<file path="src/rtl/ppas_pkg.sv">
`default_nettype none

package ppas_pkg;

    // Configuration port geometry
    localparam int APB_ADDR_W = 4;
    localparam int APB_DATA_W = 32;

    // Register indexes (byte address is four times the index)
    localparam logic [1:0] REG_SHOULDER_MIN = 2'd0;
    localparam logic [1:0] REG_SHOULDER_MAX = 2'd1;
    localparam logic [1:0] REG_CLAW_CLOSED  = 2'd2;

    // Request opcodes
    localparam logic [1:0] OP_UPDATE = 2'd0;
    localparam logic [1:0] OP_START  = 2'd1;
    localparam logic [1:0] OP_ABORT  = 2'd2;
    localparam logic [1:0] OP_RESET  = 2'd3;

    // Command kinds
    localparam logic [1:0] KIND_NONE   = 2'd0;
    localparam logic [1:0] KIND_SIX    = 2'd1;
    localparam logic [1:0] KIND_SINGLE = 2'd2;
    localparam logic [1:0] KIND_ESTOP  = 2'd3;

    // Error codes
    localparam logic [1:0] ERR_NONE    = 2'd0;
    localparam logic [1:0] ERR_BUSY    = 2'd1;
    localparam logic [1:0] ERR_TIMEOUT = 2'd2;

    // Servo channels for single moves
    localparam logic [2:0] CH_WRIST_PITCH = 3'd4;
    localparam logic [2:0] CH_CLAW        = 3'd5;

    // Timing limits in milliseconds
    localparam int STALL_MS     = 10000;
    localparam int GRIP_WAIT_MS = 1000;
    localparam int OPEN_WAIT_MS = 800;
    localparam int SETTLE_MS    = 600;

    // Fixed angles
    localparam logic [7:0] GRIP_ANGLE  = 8'd88;
    localparam logic [7:0] OPEN_ANGLE  = 8'd30;
    localparam logic [7:0] PITCH_PLACE = 8'd160;

    // Shoulder bases that take the height offset
    localparam logic signed [9:0] SH_APPROACH  = 10'sd35;
    localparam logic signed [9:0] SH_DOWN      = 10'sd22;
    localparam logic signed [9:0] SH_LIFT      = 10'sd45;
    localparam logic signed [9:0] SH_BACK_APP  = 10'sd145;
    localparam logic signed [9:0] SH_PLACE     = 10'sd158;

    // Phase codes as seen on the result channel
    localparam logic [4:0] PC_IDLE       = 5'd0;
    localparam logic [4:0] PC_CALC       = 5'd1;
    localparam logic [4:0] PC_START      = 5'd2;
    localparam logic [4:0] PC_APPROACH   = 5'd3;
    localparam logic [4:0] PC_DOWN       = 5'd4;
    localparam logic [4:0] PC_CLOSE      = 5'd5;
    localparam logic [4:0] PC_WAIT_CLOSE = 5'd6;
    localparam logic [4:0] PC_LIFT       = 5'd7;
    localparam logic [4:0] PC_TRANSIT    = 5'd8;
    localparam logic [4:0] PC_BACK_APP   = 5'd9;
    localparam logic [4:0] PC_PLACE      = 5'd10;
    localparam logic [4:0] PC_PITCH      = 5'd11;
    localparam logic [4:0] PC_RELEASE    = 5'd12;
    localparam logic [4:0] PC_WAIT_REL   = 5'd13;
    localparam logic [4:0] PC_RETREAT    = 5'd14;
    localparam logic [4:0] PC_HOME       = 5'd15;
    localparam logic [4:0] PC_DONE       = 5'd16;
    localparam logic [4:0] PC_ABORTED    = 5'd17;

    // Sequencer phase, one-hot
    typedef enum logic [17:0] {
        PH_IDLE       = 18'h00001,
        PH_CALC       = 18'h00002,
        PH_START      = 18'h00004,
        PH_APPROACH   = 18'h00008,
        PH_DOWN       = 18'h00010,
        PH_CLOSE      = 18'h00020,
        PH_WAIT_CLOSE = 18'h00040,
        PH_LIFT       = 18'h00080,
        PH_TRANSIT    = 18'h00100,
        PH_BACK_APP   = 18'h00200,
        PH_PLACE      = 18'h00400,
        PH_PITCH      = 18'h00800,
        PH_RELEASE    = 18'h01000,
        PH_WAIT_REL   = 18'h02000,
        PH_RETREAT    = 18'h04000,
        PH_HOME       = 18'h08000,
        PH_DONE       = 18'h10000,
        PH_ABORTED    = 18'h20000
    } ppas_phase_t;

    typedef struct packed {
        logic [7:0] shoulder_min;
        logic [7:0] shoulder_max;
        logic [7:0] claw_closed_angle;
    } ppas_cfg_t;

    typedef struct packed {
        logic [1:0]  opcode;
        logic [31:0] now_ms;
        logic        servos_moving;
        logic [9:0]  obj_height;
    } ppas_req_t;

    typedef struct packed {
        logic       accepted;
        logic [1:0] command_kind;
        logic [2:0] channel;
        logic [7:0] single_angle;
        logic [7:0] waist_angle;
        logic [7:0] shoulder_angle;
        logic [7:0] elbow_angle;
        logic [7:0] wrist_roll_angle;
        logic [7:0] wrist_pitch_angle;
        logic [7:0] claw_angle;
        logic [4:0] phase_out;
        logic [1:0] error_code;
    } ppas_res_t;

    // Binary code of a one-hot phase
    function automatic logic [4:0] phase_code(input ppas_phase_t ph);
        logic [4:0] c;
        begin
            unique case (ph)
                PH_IDLE:       c = PC_IDLE;
                PH_CALC:       c = PC_CALC;
                PH_START:      c = PC_START;
                PH_APPROACH:   c = PC_APPROACH;
                PH_DOWN:       c = PC_DOWN;
                PH_CLOSE:      c = PC_CLOSE;
                PH_WAIT_CLOSE: c = PC_WAIT_CLOSE;
                PH_LIFT:       c = PC_LIFT;
                PH_TRANSIT:    c = PC_TRANSIT;
                PH_BACK_APP:   c = PC_BACK_APP;
                PH_PLACE:      c = PC_PLACE;
                PH_PITCH:      c = PC_PITCH;
                PH_RELEASE:    c = PC_RELEASE;
                PH_WAIT_REL:   c = PC_WAIT_REL;
                PH_RETREAT:    c = PC_RETREAT;
                PH_HOME:       c = PC_HOME;
                PH_DONE:       c = PC_DONE;
                PH_ABORTED:    c = PC_ABORTED;
                default:       c = PC_IDLE;
            endcase
            return c;
        end
    endfunction

    // Height offset: height saturated to 5..125, (h - 50) / 5 toward zero,
    // limited to 15. The divide by five is a multiply by 205/1024, exact
    // for magnitudes up to 74.
    function automatic logic signed [4:0] height_offset(input logic [9:0] h);
        logic [7:0]        hc;
        logic signed [8:0] x;
        logic [6:0]        mag;
        logic [14:0]       prod;
        logic [4:0]        q;
        logic signed [4:0] d;
        begin
            if (h < 10'd5) begin
                hc = 8'd5;
            end else if (h > 10'd124) begin
                hc = 8'd125;
            end else begin
                hc = h[7:0];
            end
            x    = $signed({1'b0, hc}) - 9'sd50;
            mag  = x[8] ? 7'(-x) : x[6:0];
            prod = 15'(mag) * 15'd205;
            q    = prod[14:10];
            if (hc >= 8'd125) begin
                d = 5'sd15;
            end else if (x[8]) begin
                d = -$signed(q);
            end else begin
                d = $signed(q);
            end
            return d;
        end
    endfunction

    // Shoulder clamp; the low bound wins when the bounds cross
    function automatic logic [7:0] clamp_shoulder(input logic signed [9:0] v,
                                                  input logic [7:0] lo,
                                                  input logic [7:0] hi);
        logic [7:0] r;
        begin
            if (v < $signed({2'b00, lo})) begin
                r = lo;
            end else if (v > $signed({2'b00, hi})) begin
                r = hi;
            end else begin
                r = v[7:0];
            end
            return r;
        end
    endfunction

    function automatic ppas_res_t six_move(input logic [7:0] w, input logic [7:0] s,
                                           input logic [7:0] e, input logic [7:0] r,
                                           input logic [7:0] p, input logic [7:0] c);
        ppas_res_t o;
        begin
            o                   = '0;
            o.command_kind      = KIND_SIX;
            o.waist_angle       = w;
            o.shoulder_angle    = s;
            o.elbow_angle       = e;
            o.wrist_roll_angle  = r;
            o.wrist_pitch_angle = p;
            o.claw_angle        = c;
            return o;
        end
    endfunction

    function automatic ppas_res_t single_move(input logic [2:0] ch, input logic [7:0] a);
        ppas_res_t o;
        begin
            o              = '0;
            o.command_kind = KIND_SINGLE;
            o.channel      = ch;
            o.single_angle = a;
            return o;
        end
    endfunction

endpackage

`default_nettype wire

</file>
<file path="src/rtl/pick_place_arm_sequencer.sv">
`default_nettype none

// Pick-and-place arm sequencer. Each request on the s_ channel (update,
// start pick, abort or reset to idle) yields exactly one result on the m_
// channel: a six-angle move, a single-channel move, an emergency stop or no
// command, together with the phase after the step and the last error. The
// block takes one request per clock cycle while the result side is not
// stalled; an accepted request is held in the input register until the
// output register is free or being drained; its result is then loaded into
// the output register and offered on the m_ channel. Requests are held
// off only while both registers are full and the result side is stalled. The
// sequencer state (phase, phase start time, height offset, last error) is
// updated by one pass of logic between those registers. Shoulder limits and
// the home claw angle are set over the APB port at byte addresses 0, 4 and 8
// and should be written while no request is in flight. TIME_BITS sets the
// width in which elapsed time is taken; now_ms is truncated or zero-extended
// to it.
module pick_place_arm_sequencer #(
    parameter int TIME_BITS = 32
) (
    input  wire logic                               aclk,
    input  wire logic                               aresetn,
    // Request channel
    input  wire logic                               s_tvalid,
    output logic                                    s_tready,
    // [31:0] now_ms, [32] servos_moving, [42:33] obj_height
    input  wire logic [47:0]                        s_tdata,
    // [1:0] opcode
    input  wire logic [1:0]                         s_tuser,
    // Result channel
    output logic                                    m_tvalid,
    input  wire logic                               m_tready,
    // [0] accepted, [3:1] channel, [11:4] single_angle, [19:12] waist_angle,
    // [27:20] shoulder_angle, [35:28] elbow_angle, [43:36] wrist_roll_angle,
    // [51:44] wrist_pitch_angle, [59:52] claw_angle, [64:60] phase_out,
    // [66:65] error_code
    output logic [71:0]                             m_tdata,
    // [1:0] command_kind
    output logic [1:0]                              m_tuser,
    // Configuration port
    input  wire logic                               psel,
    input  wire logic                               penable,
    input  wire logic                               pwrite,
    input  wire logic [ppas_pkg::APB_ADDR_W-1:0]    paddr,
    input  wire logic [ppas_pkg::APB_DATA_W-1:0]    pwdata,
    output logic      [ppas_pkg::APB_DATA_W-1:0]    prdata,
    output logic                                    pready
);
    import ppas_pkg::*;

    ppas_cfg_t  cfg;
    ppas_req_t  req_reg;
    logic       req_valid_reg;
    ppas_res_t  res_reg;
    ppas_res_t  res;
    logic       m_valid_reg;
    logic       out_free;
    logic       fire;

    ppas_apb_regs u_regs (
        .aclk    (aclk),
        .aresetn (aresetn),
        .psel    (psel),
        .penable (penable),
        .pwrite  (pwrite),
        .paddr   (paddr),
        .pwdata  (pwdata),
        .prdata  (prdata),
        .pready  (pready),
        .cfg     (cfg)
    );

    // Flow control: the input register moves on whenever the output
    // register is empty or being drained.
    assign out_free = !m_valid_reg || m_tready;
    assign fire     = req_valid_reg && out_free;
    assign s_tready = !req_valid_reg || out_free;

    // Input register
    always_ff @(posedge aclk) begin
        if (!aresetn) begin
            req_valid_reg <= 1'b0;
        end else if (s_tvalid && s_tready) begin
            req_valid_reg <= 1'b1;
        end else if (fire) begin
            req_valid_reg <= 1'b0;
        end
    end

    always_ff @(posedge aclk) begin
        if (s_tvalid && s_tready) begin
            req_reg.opcode        <= s_tuser;
            req_reg.now_ms        <= s_tdata[31:0];
            req_reg.servos_moving <= s_tdata[32];
            req_reg.obj_height    <= s_tdata[42:33];
        end
    end

    ppas_step #(
        .TIME_BITS (TIME_BITS)
    ) u_step (
        .aclk    (aclk),
        .aresetn (aresetn),
        .fire    (fire),
        .req     (req_reg),
        .cfg     (cfg),
        .res     (res)
    );

    // Output register
    always_ff @(posedge aclk) begin
        if (!aresetn) begin
            m_valid_reg <= 1'b0;
        end else if (out_free) begin
            m_valid_reg <= req_valid_reg;
        end
    end

    always_ff @(posedge aclk) begin
        if (fire) begin
            res_reg <= res;
        end
    end

    assign m_tvalid = m_valid_reg;
    assign m_tuser  = res_reg.command_kind;
    assign m_tdata  = {5'd0,
                       res_reg.error_code,
                       res_reg.phase_out,
                       res_reg.claw_angle,
                       res_reg.wrist_pitch_angle,
                       res_reg.wrist_roll_angle,
                       res_reg.elbow_angle,
                       res_reg.shoulder_angle,
                       res_reg.waist_angle,
                       res_reg.single_angle,
                       res_reg.channel,
                       res_reg.accepted};

    // Back pressure on requests only when both registers are occupied.
    assert property (@(posedge aclk) disable iff (!aresetn)
        !s_tready |-> req_valid_reg && m_valid_reg)
        else $error("request stalled with a free register");

    // Every processed request shows up as a result on the next cycle.
    assert property (@(posedge aclk) disable iff (!aresetn)
        fire |=> m_tvalid)
        else $error("processed request produced no result");

    // A held result is never overwritten by a new request.
    assert property (@(posedge aclk) disable iff (!aresetn)
        m_tvalid && !m_tready |-> !fire)
        else $error("result overwritten while stalled");

endmodule

`default_nettype wire

</file>
<file path="src/rtl/ppas_apb_regs.sv">
`default_nettype none

module ppas_apb_regs (
    input  wire logic                               aclk,
    input  wire logic                               aresetn,
    input  wire logic                               psel,
    input  wire logic                               penable,
    input  wire logic                               pwrite,
    input  wire logic [ppas_pkg::APB_ADDR_W-1:0]    paddr,
    input  wire logic [ppas_pkg::APB_DATA_W-1:0]    pwdata,
    output logic      [ppas_pkg::APB_DATA_W-1:0]    prdata,
    output logic                                    pready,
    output ppas_pkg::ppas_cfg_t                     cfg
);
    import ppas_pkg::*;

    logic [7:0] shoulder_min_reg;
    logic [7:0] shoulder_max_reg;
    logic [7:0] claw_closed_reg;
    logic       wr_en;

    assign pready = 1'b1;
    assign wr_en  = psel && penable && pwrite && pready;

    // Register writes on the access cycle of a write request.
    always_ff @(posedge aclk) begin
        if (!aresetn) begin
            shoulder_min_reg <= 8'd0;
            shoulder_max_reg <= 8'd180;
            claw_closed_reg  <= 8'd90;
        end else if (wr_en) begin
            unique case (paddr[3:2])
                REG_SHOULDER_MIN: shoulder_min_reg <= pwdata[7:0];
                REG_SHOULDER_MAX: shoulder_max_reg <= pwdata[7:0];
                REG_CLAW_CLOSED:  claw_closed_reg  <= pwdata[7:0];
                default: ;
            endcase
        end
    end

    // Read mux; addresses past the register list read as zero.
    always_comb begin
        unique case (paddr[3:2])
            REG_SHOULDER_MIN: prdata = {24'd0, shoulder_min_reg};
            REG_SHOULDER_MAX: prdata = {24'd0, shoulder_max_reg};
            REG_CLAW_CLOSED:  prdata = {24'd0, claw_closed_reg};
            default:          prdata = '0;
        endcase
    end

    assign cfg.shoulder_min      = shoulder_min_reg;
    assign cfg.shoulder_max      = shoulder_max_reg;
    assign cfg.claw_closed_angle = claw_closed_reg;

endmodule

`default_nettype wire

</file>
<file path="src/rtl/ppas_step.sv">
`default_nettype none

module ppas_step #(
    parameter int TIME_BITS = 32
) (
    input  wire logic                aclk,
    input  wire logic                aresetn,
    input  wire logic                fire,
    input  wire ppas_pkg::ppas_req_t req,
    input  wire ppas_pkg::ppas_cfg_t cfg,
    output ppas_pkg::ppas_res_t      res
);
    import ppas_pkg::*;

    ppas_phase_t           phase_reg, phase_next;
    logic [TIME_BITS-1:0]  start_time_reg, start_time_next;
    logic signed [4:0]     offset_reg, offset_next;
    logic [1:0]            error_reg, error_next;

    logic [TIME_BITS-1:0]  now_t;
    logic [TIME_BITS-1:0]  elapsed;
    logic signed [9:0]     d;
    logic                  parked;
    logic                  moving;
    ppas_res_t             cmd;

    assign now_t   = TIME_BITS'(req.now_ms);
    assign elapsed = now_t - start_time_reg;
    assign d       = 10'(offset_reg);
    assign moving  = req.servos_moving;
    assign parked  = (phase_reg == PH_IDLE) || (phase_reg == PH_DONE) ||
                     (phase_reg == PH_ABORTED);

    // One step of the sequencer for the request at hand.
    always_comb begin
        phase_next      = phase_reg;
        start_time_next = start_time_reg;
        offset_next     = offset_reg;
        error_next      = error_reg;
        cmd             = '0;

        unique case (req.opcode)
            OP_UPDATE: begin
                if (parked) begin
                    cmd = '0;
                end else if (!moving && phase_reg != PH_RELEASE &&
                             elapsed > TIME_BITS'(STALL_MS)) begin
                    // Stalled with idle servos: give up.
                    error_next = ERR_TIMEOUT;
                    phase_next = PH_ABORTED;
                end else begin
                    unique case (phase_reg)
                        PH_CALC: begin
                            phase_next      = PH_START;
                            start_time_next = now_t;
                        end
                        PH_START: begin
                            cmd             = single_move(CH_CLAW, OPEN_ANGLE);
                            phase_next      = PH_APPROACH;
                            start_time_next = now_t;
                        end
                        PH_APPROACH: begin
                            if (!moving) begin
                                cmd = six_move(8'd45, clamp_shoulder(SH_APPROACH + d,
                                               cfg.shoulder_min, cfg.shoulder_max),
                                               8'd90, 8'd90, 8'd30, OPEN_ANGLE);
                                phase_next      = PH_DOWN;
                                start_time_next = now_t;
                            end
                        end
                        PH_DOWN: begin
                            if (!moving) begin
                                cmd = six_move(8'd45, clamp_shoulder(SH_DOWN + d,
                                               cfg.shoulder_min, cfg.shoulder_max),
                                               8'd101, 8'd90, 8'd30, OPEN_ANGLE);
                                phase_next      = PH_CLOSE;
                                start_time_next = now_t;
                            end
                        end
                        PH_CLOSE: begin
                            if (!moving) begin
                                cmd             = single_move(CH_CLAW, GRIP_ANGLE);
                                phase_next      = PH_WAIT_CLOSE;
                                start_time_next = now_t;
                            end
                        end
                        PH_WAIT_CLOSE: begin
                            if (elapsed > TIME_BITS'(GRIP_WAIT_MS)) begin
                                phase_next      = PH_LIFT;
                                start_time_next = now_t;
                            end
                        end
                        PH_LIFT: begin
                            if (!moving) begin
                                cmd = six_move(8'd45, clamp_shoulder(SH_LIFT + d,
                                               cfg.shoulder_min, cfg.shoulder_max),
                                               8'd85, 8'd90, 8'd30, GRIP_ANGLE);
                                phase_next      = PH_TRANSIT;
                                start_time_next = now_t;
                            end
                        end
                        PH_TRANSIT: begin
                            if (!moving) begin
                                cmd = six_move(8'd90, 8'd90, 8'd80, 8'd90, 8'd30,
                                               GRIP_ANGLE);
                                phase_next      = PH_BACK_APP;
                                start_time_next = now_t;
                            end
                        end
                        PH_BACK_APP: begin
                            if (!moving) begin
                                cmd = six_move(8'd135, clamp_shoulder(SH_BACK_APP - d,
                                               cfg.shoulder_min, cfg.shoulder_max),
                                               8'd95, 8'd90, 8'd30, GRIP_ANGLE);
                                phase_next      = PH_PLACE;
                                start_time_next = now_t;
                            end
                        end
                        PH_PLACE: begin
                            if (!moving) begin
                                cmd = six_move(8'd135, clamp_shoulder(SH_PLACE - d,
                                               cfg.shoulder_min, cfg.shoulder_max),
                                               8'd90, 8'd90, 8'd30, GRIP_ANGLE);
                                phase_next      = PH_PITCH;
                                start_time_next = now_t;
                            end
                        end
                        PH_PITCH: begin
                            if (!moving && !(elapsed < TIME_BITS'(SETTLE_MS))) begin
                                cmd             = single_move(CH_WRIST_PITCH, PITCH_PLACE);
                                phase_next      = PH_RELEASE;
                                start_time_next = now_t;
                            end
                        end
                        PH_RELEASE: begin
                            if (!moving) begin
                                cmd             = single_move(CH_CLAW, OPEN_ANGLE);
                                phase_next      = PH_WAIT_REL;
                                start_time_next = now_t;
                            end
                        end
                        PH_WAIT_REL: begin
                            if (elapsed > TIME_BITS'(OPEN_WAIT_MS)) begin
                                phase_next      = PH_RETREAT;
                                start_time_next = now_t;
                            end
                        end
                        PH_RETREAT: begin
                            if (!moving) begin
                                cmd = six_move(8'd135, 8'd145, 8'd85, 8'd90, 8'd150,
                                               OPEN_ANGLE);
                                phase_next      = PH_HOME;
                                start_time_next = now_t;
                            end
                        end
                        PH_HOME: begin
                            if (!moving) begin
                                cmd = six_move(8'd90, 8'd90, 8'd90, 8'd90, 8'd90,
                                               cfg.claw_closed_angle);
                                phase_next = PH_DONE;
                            end
                        end
                        default: begin
                            cmd = '0;
                        end
                    endcase
                end
            end
            OP_START: begin
                if (!parked) begin
                    error_next = ERR_BUSY;
                end else begin
                    offset_next     = height_offset(req.obj_height);
                    phase_next      = PH_CALC;
                    start_time_next = now_t;
                    cmd.accepted    = 1'b1;
                end
            end
            OP_ABORT: begin
                if (phase_reg != PH_IDLE && phase_reg != PH_DONE) begin
                    phase_next       = PH_ABORTED;
                    cmd.command_kind = KIND_ESTOP;
                end
            end
            OP_RESET: begin
                phase_next = PH_IDLE;
            end
            default: begin
                phase_next = phase_reg;
            end
        endcase

        res            = cmd;
        res.phase_out  = phase_code(phase_next);
        res.error_code = error_next;
    end

    // Sequencer state advances once per request.
    always_ff @(posedge aclk) begin
        if (!aresetn) begin
            phase_reg      <= PH_IDLE;
            start_time_reg <= '0;
            offset_reg     <= '0;
            error_reg      <= ERR_NONE;
        end else if (fire) begin
            phase_reg      <= phase_next;
            start_time_reg <= start_time_next;
            offset_reg     <= offset_next;
            error_reg      <= error_next;
        end
    end

    // A pick that begins always lands in pose calculation with no move.
    assert property (@(posedge aclk) disable iff (!aresetn)
        fire && res.accepted |-> res.command_kind == KIND_NONE &&
                                 res.phase_out == PC_CALC)
        else $error("accepted start did not enter pose calculation");

    // An emergency stop leaves the sequencer aborted.
    assert property (@(posedge aclk) disable iff (!aresetn)
        fire && res.command_kind == KIND_ESTOP |=> phase_reg == PH_ABORTED)
        else $error("emergency stop without aborted phase");

    // Single moves only ever drive the wrist pitch or the claw.
    assert property (@(posedge aclk) disable iff (!aresetn)
        fire && res.command_kind == KIND_SINGLE |->
            res.channel == CH_WRIST_PITCH || res.channel == CH_CLAW)
        else $error("single move on an unexpected channel");

endmodule

`default_nettype wire

</file>
<file path="config.mk">
export PLATFORM = sky130hd
export DESIGN_NAME = pick_place_arm_sequencer
export DESIGN_NICKNAME = d
export VERILOG_FILES = /design/src/rtl/ppas_pkg.sv /design/src/rtl/pick_place_arm_sequencer.sv /design/src/rtl/ppas_apb_regs.sv /design/src/rtl/ppas_step.sv
export SDC_FILE = /design/constraint.sdc
export NUM_CORES = 1
export LEC_CHECK = 0
export ABC_AREA = 1
export BUFFER_PORTS_ARGS = -buffer_cell sky130_fd_sc_hd__buf_2
export CAP_MARGIN = 20
export CORE_MARGIN = 2
export CORE_UTILIZATION = 65
export CTS_BUF_LIST = sky130_fd_sc_hd__clkbuf_16
export CTS_CLUSTER_SIZE = 12
export DETAILED_ROUTE_END_ITERATION = 8
export MAX_ROUTING_LAYER = met4
export PLACE_DENSITY_LB_ADDON = 0.05
export SYNTH_ARGS = -nofsm -noshare
export SYNTH_HDL_FRONTEND = slang
export SYNTH_HIERARCHICAL = 1
export SYNTH_SLANG_ARGS = --single-unit
</file>
<file path="constraint.sdc">
create_clock -name aclk -period 8.65 [get_ports aclk]
set_input_delay 0.865 -clock aclk [delete_from_list [all_inputs] [get_ports aclk]]
set_output_delay 0.865 -clock aclk [all_outputs]
set_load 0.02 [all_outputs]
</file>
* Word level (Yosys, flattened, before mapping)
Cells that the tools add are included.
** Cells by class
- Eq/ne operators :: 51
- Reduce and logical (&&, ||, !) cells :: 28
- Add/subtract/negate cells :: 9
- Magnitude comparators :: 17
- Bitwise gates (word level) :: 1
- Mux-type cells :: 71
- $mul :: 1
** Operator list (count)
- one-hot mux 69 bit (12 select lines) :: 1
- 2-to-1 mux 67 bit :: 8
- 2-to-1 mux 18 bit :: 17
- one-hot mux 18 bit (15 select lines) :: 1
- 2-to-1 mux 32 bit :: 7
- 2-to-1 mux 68 bit :: 3
- one-hot mux 32 bit (5 select lines) :: 1
- 2-to-1 mux 69 bit :: 2
- 2-to-1 mux 8 bit :: 14
- one-hot mux 5 bit (17 select lines) :: 1
- one-hot mux 18 bit (4 select lines) :: 1
- > comparator 32 x 10 -> 1 bit (second input constant) :: 2
- one-hot mux 32 bit (2 select lines) :: 1
- > comparator 10 x 9 -> 1 bit :: 5
- < comparator 10 x 9 -> 1 bit :: 5
- == test 18 x 10 -> 1 bit (second input constant) :: 2
- == test 18 x 11 -> 1 bit (second input constant) :: 2
- == test 18 x 12 -> 1 bit (second input constant) :: 2
- == test 18 x 13 -> 1 bit (second input constant) :: 2
- == test 18 x 14 -> 1 bit (second input constant) :: 2
- == test 18 x 15 -> 1 bit (second input constant) :: 2
- == test 18 x 16 -> 1 bit (second input constant) :: 2
- == test 18 x 17 -> 1 bit (second input constant) :: 2
- == test 18 bit (second input constant) :: 2
- other kinds (51) :: 91
** Word-level totals
- Logic and storage cells :: 203
- Input port bits :: 93
- Register bits :: 197

* Logic depth before layout (Yosys ltp)
- Depth after elaboration :: 12
- Depth in mapped cells :: 41
- Mapped depth without buffers :: 41

* Modules after synthesis
The synthesis kept the hierarchy.
** Modules (own cells, without submodules)
- ppas_step :: cells an instance 2061, instances 1, area each 11700.0 um2
- pick_place_arm_sequencer :: cells an instance 133, instances 1, area each 3559.7 um2
- ppas_apb_regs :: cells an instance 202, instances 1, area each 1358.8 um2

* Worst setup path after synthesis
No wires, ideal clock.
- Path type :: input port to flip-flop
- From :: input m_tready
- To :: register u_step.offset_reg[1]
- Slack :: 2.749 ns
- Library setup time :: 0.140 ns
- Data arrival time :: 5.762 ns
- Stages :: 10
- Path through :: inv_1 > a21oi_1 > inv_1 > clkbuf_1 > nor2_1 > inv_1 > nor2_1 > inv_1 > a21oi_1 > a221oi_1
** Between the ends
- Longest elaborated chain between the ends :: 3
** Ends and longest elaborated chain
- start: declaration :: RTL line pick_place_arm_sequencer.sv:32 : input wire logic m_tready,
- logical OR 1 bit :: RTL line pick_place_arm_sequencer.sv:75 : assign out_free = !m_valid_reg || m_tready;
- logical AND 1 bit :: RTL line pick_place_arm_sequencer.sv:76 : assign fire = req_valid_reg && out_free;
- named net fire :: RTL line pick_place_arm_sequencer.sv:58 : logic fire;
- AND reduction 3 bit (no source line)
- end signal: assignment :: RTL line ppas_step.sv:208 : offset_reg <= offset_next;
- end: declaration :: RTL line ppas_step.sv:17 : logic signed [4:0] offset_reg, offset_next;
The timed path passes the listed nets, and every way through them passes these cells.
A chain may end at the register's enable or synchronous reset.

* Final worst setup path
- From :: register req_reg[9] (netlist bit)
- To :: register u_step.offset_reg[4]
** Between the ends
- Longest elaborated chain between the ends :: 12
** Ends and longest elaborated chain
- start: declaration :: RTL line pick_place_arm_sequencer.sv:52 : ppas_req_t req_reg;
- > comparator 10 x 7 -> 1 bit :: RTL line ppas_pkg.sv:165 : end else if (h > 10'd124) begin
- 2-to-1 mux 8 bit :: RTL line ppas_pkg.sv:165
- 2-to-1 mux 8 bit (*) :: RTL line ppas_pkg.sv:163 : if (h < 10'd5) begin
- 2-to-1 mux 8 bit (*) :: RTL line ppas_step.sv:170 : if (!parked) begin
- 2-to-1 mux 8 bit (*) :: RTL line ppas_step.sv:42 : unique case (req.opcode)
- subtractor 8 x 6 -> 9 bit :: RTL line ppas_pkg.sv:170 : x = $signed({1'b0, hc}) - 9'sd50;
- negator 7 bit :: RTL line ppas_pkg.sv:171 : mag = x[8] ? 7'(-x) : x[6:0];
- 2-to-1 mux 7 bit :: RTL line ppas_pkg.sv:171
- multiplier 7 x 8 -> 15 bit :: RTL line ppas_pkg.sv:172 : prod = 15'(mag) * 15'd205;
- negator 5 bit :: RTL line ppas_pkg.sv:177 : d = -$signed(q);
- 2-to-1 mux 5 bit :: RTL line ppas_pkg.sv:176 : end else if (x[8]) begin
- 2-to-1 mux 5 bit (*) :: RTL line ppas_pkg.sv:174 : if (hc >= 8'd125) begin
Every way passes the cells marked *; elsewhere a longest branch is shown, timed or not. The select of a mux whose other input is x is not followed.

==> metrics.md <==
| Metric | Value |
|---|---|
| Chip height | 164 um |
| DRC Markers | 0 |
| Largest net degree at the start of global routing | 74 |
| Clk_lat worst skew | 0.45 ns |
| Pwr dens | 149 nW/um2 |
| Setup_tns | 0 ns |
| Post-DP HPWL | 35,200 um |
| Peak VDD IR | 0.0000982 V |
| Hold-fix buffers, CTS | 0 |
| Synth unique cells | 64 |
| Hold_sp | u_step/start_time_reg[11] |
| Top-count cell post-synth | nand2_1 |
| Congestion Overflow GR | 0 |
| Synth cell count leaders | 579 x nand2_1, 386 x inv_1, 206 x nor2_1, 160 x nand3_1, 143 x a21oi_1 |
| Fill cells | 2,167 |
| WHS Path Cells | 2 |
| Slew @ Worst Pin | 1.11 ns |
| Yosys top cell area share | 20.6% |
| Capturing point of the worst reg2reg path | u_step/offset_reg[4] |
| Drt pass-1 iters | 8 |
| Top FF cell, synth | edfxtp_1 |
| Sequential fraction of the synthesis area | 30.6% |
| Post-route insts no fill | 2,842 |
| Startpoint type of the worst setup path | register |
| Final setup vio count | 0 |
| Post-CTS Resized | 0 |
| Starting Density | 66.2% |
| Core Area | 25,100 um2 |
| R2r startpoint | req_reg[9] |
| RSZ-0062 raised after global routing | false |
| Initial DRC count | 1,369 |
| Total track usage | 35.1% |
| Post-CTS setup buffer count | 0 |
| Placed Cells | 2,809 |
| Area occupied by multi-input gates | 9420 um2 |
| Clock-pin slew on the worst setup and hold paths | 0.08 ns |
| Slew margin rel. | 25.7% |
| Met2 WL | 21,400 um |
| Data arrival, critical path | 7.00 ns |
| Synth warn | 6 |
| Number of cells produced by synthesis | 2,396 |
| Average size of a mapped cell | 6.94 um2 |
| GPL Wtd Cong | 1.01 |
| Crit Path Category | register to register |
| Cell family with most CP delay | adder cells |
| Mapped Area | 16,600 um2 |
| Clock Skews | 0.0143 ns |
| Fin crit period | 6.71 ns |
| HP Class | register to register |
| Vias in the first global route | 14,984 |
| Clock Path Buffers | 2 |
| Clock Root Buffer | clkbuf_16 |
| Internal reg-to-reg setup slack | 1.94 ns |
| Global-route wire length before repair | 73,300 um |
| Worst r2r path cells | 37 |
| Io pins | 202 |
| Pins Over Slew Limit | 0 |
| Max Cap Viol | 0 |
| EDFF count, synth | 114 |
| Leak | 0.00890 uW |
| Hold path endpoint | u_step/start_time_reg[11] |
| Top layer in use | met4 |
| Drt via density | 5.69 |
| Die X | 164 um |
| Max reg flops | 67 |
| Maximum clock rate | 149 MHz |
| Final hold viol count | 0 |
| Synth async-reset ratio | 0% |
| Metal-1 WL | 19,100 um |
| DR vias | 16,185 |
| H-tree depth | 4 |
| Ant diodes | 0 |
| Total chip power | 2650 uW |
| Layout cell share with drive strength beyond 1 | 12.9% |
| Ranking of synthesized cells by area | edfxtp_1 21%, nand2_1 13%, dfxtp_1 10% |
| Worst Setup End Kind | register |
| WHS | 0.459 ns |
| Die area | 26,900 um2 |
| Final WL | 45,700 um |
| Post-layout nets | 2,728 |
| IO Port Bufs | 140 |
| CP max FO | 6 |
| Layout area overhead | 7.34% |
| Inserted Clock Buffers | 17 |
| CTS tree | built |
| Cell accounting for the most synthesized area | edfxtp_1 |
| Routed wire length per instance | 16.1 um |
| Worst path bufs/invs | 7 |
| CP max stage delay | 0.54 ns |
| Final Cycle Share | 77.6% |
| Clock sinks | 197 |
| Yosys reg bits | 197 |
| Status | completed |
| Initial antenna violation count | 0 |
| DRT antenna net count | 0 |
| Cell row count | 58 |
| Met3 wire len | 3630 um |
| Critical path's slowest cell | fa_1 |
| Register area | 5080 um2 |
| Worst path required time | 8.94 ns |
-- cells by family (layout without fill, tap and decap cells) --
family / Yosys count / after routing / synth area share [%]
flip-flops: 197 / 197 / 30.6
AND/OR/NAND/NOR: 1172 / 1172 / 32.1
XOR/XNOR: 20 / 20 / 1.05
buffers and inverters: 523 / 601 / 13.7
AO/OA/AOI/OAI: 343 / 343 / 11.8
other: 5 / 43 / 0.113
adder cells (fa/ha/maj): 136 / 136 / 10.6
-- report_power, final --
part	internal [uW]	total (uW)	switching [uW]
Clock	378	779	401
Combinational	258	814	557
Sequential	1030	1060	27.7
-- worst max path at each step --
stage                     startpoint                    to  slack, ns  depth (start not counted)
final                     req_reg[9]  u_step/offset_reg[4]       1.94                         37
after global routing      req_reg[9]  u_step/offset_reg[4]       1.34                         36
after CTS                 req_reg[9]  u_step/offset_reg[4]       2.09                         37
after detailed placement  req_reg[9]  u_step/offset_reg[4]       2.13                         37
after global placement    req_reg[9]  u_step/offset_reg[4]       2.45                         37
after floorplan             m_tready  u_step/offset_reg[1]       2.75                         10
-- area by class of cell --
cell class | count | area share, %
multi-input cells | 1714 | 52.8
flip-flops and latches | 197 | 28.5
inverters | 418 | 8.81
clock inverters | 15 | 0.708
well taps | 330 | 2.31
clock buffers | 17 | 2.38
repair buffers | 151 | 4.46
-- tightest hold or removal path: stages (launching register included) --
cell and delay, ns:
dfxtp_1 0.30, inv_1 0.06, a21oi_1 0.06
-- metal layers --
metal / GRT usage [%] / up-vias
li1: - / 7934
met2: 58.5 / 741
met1: 43.7 / 7393
met3: 4.92 / 117
met4: 12.6 / 0
met5: - / -
-- placed cells by master, fill, tap and decap left out, types with 43 or more instances in the layout --
cell,n
nand4_1,54
buf_2,140
conb_1,43
nand3_1,160
nand2_1,579
ha_1,127
a21oi_1,142
inv_1,387
edfxtp_1,114
o21ai_0,79
dfxtp_1,83
nor2_1,206
-- through the flow --
step	utilization [%]	worst slack (ns)	area, um2
6_report	71.0	1.94	17800
5_1_grt	71.0	1.34	17800
4_1_cts	71.0	2.09	17800
3_5_place_dp	68.8	2.13	17300
3_3_place_gp	68.8	2.45	17300
2_1_floorplan	-	2.75	16800
(Power assumes the default switching activity.)
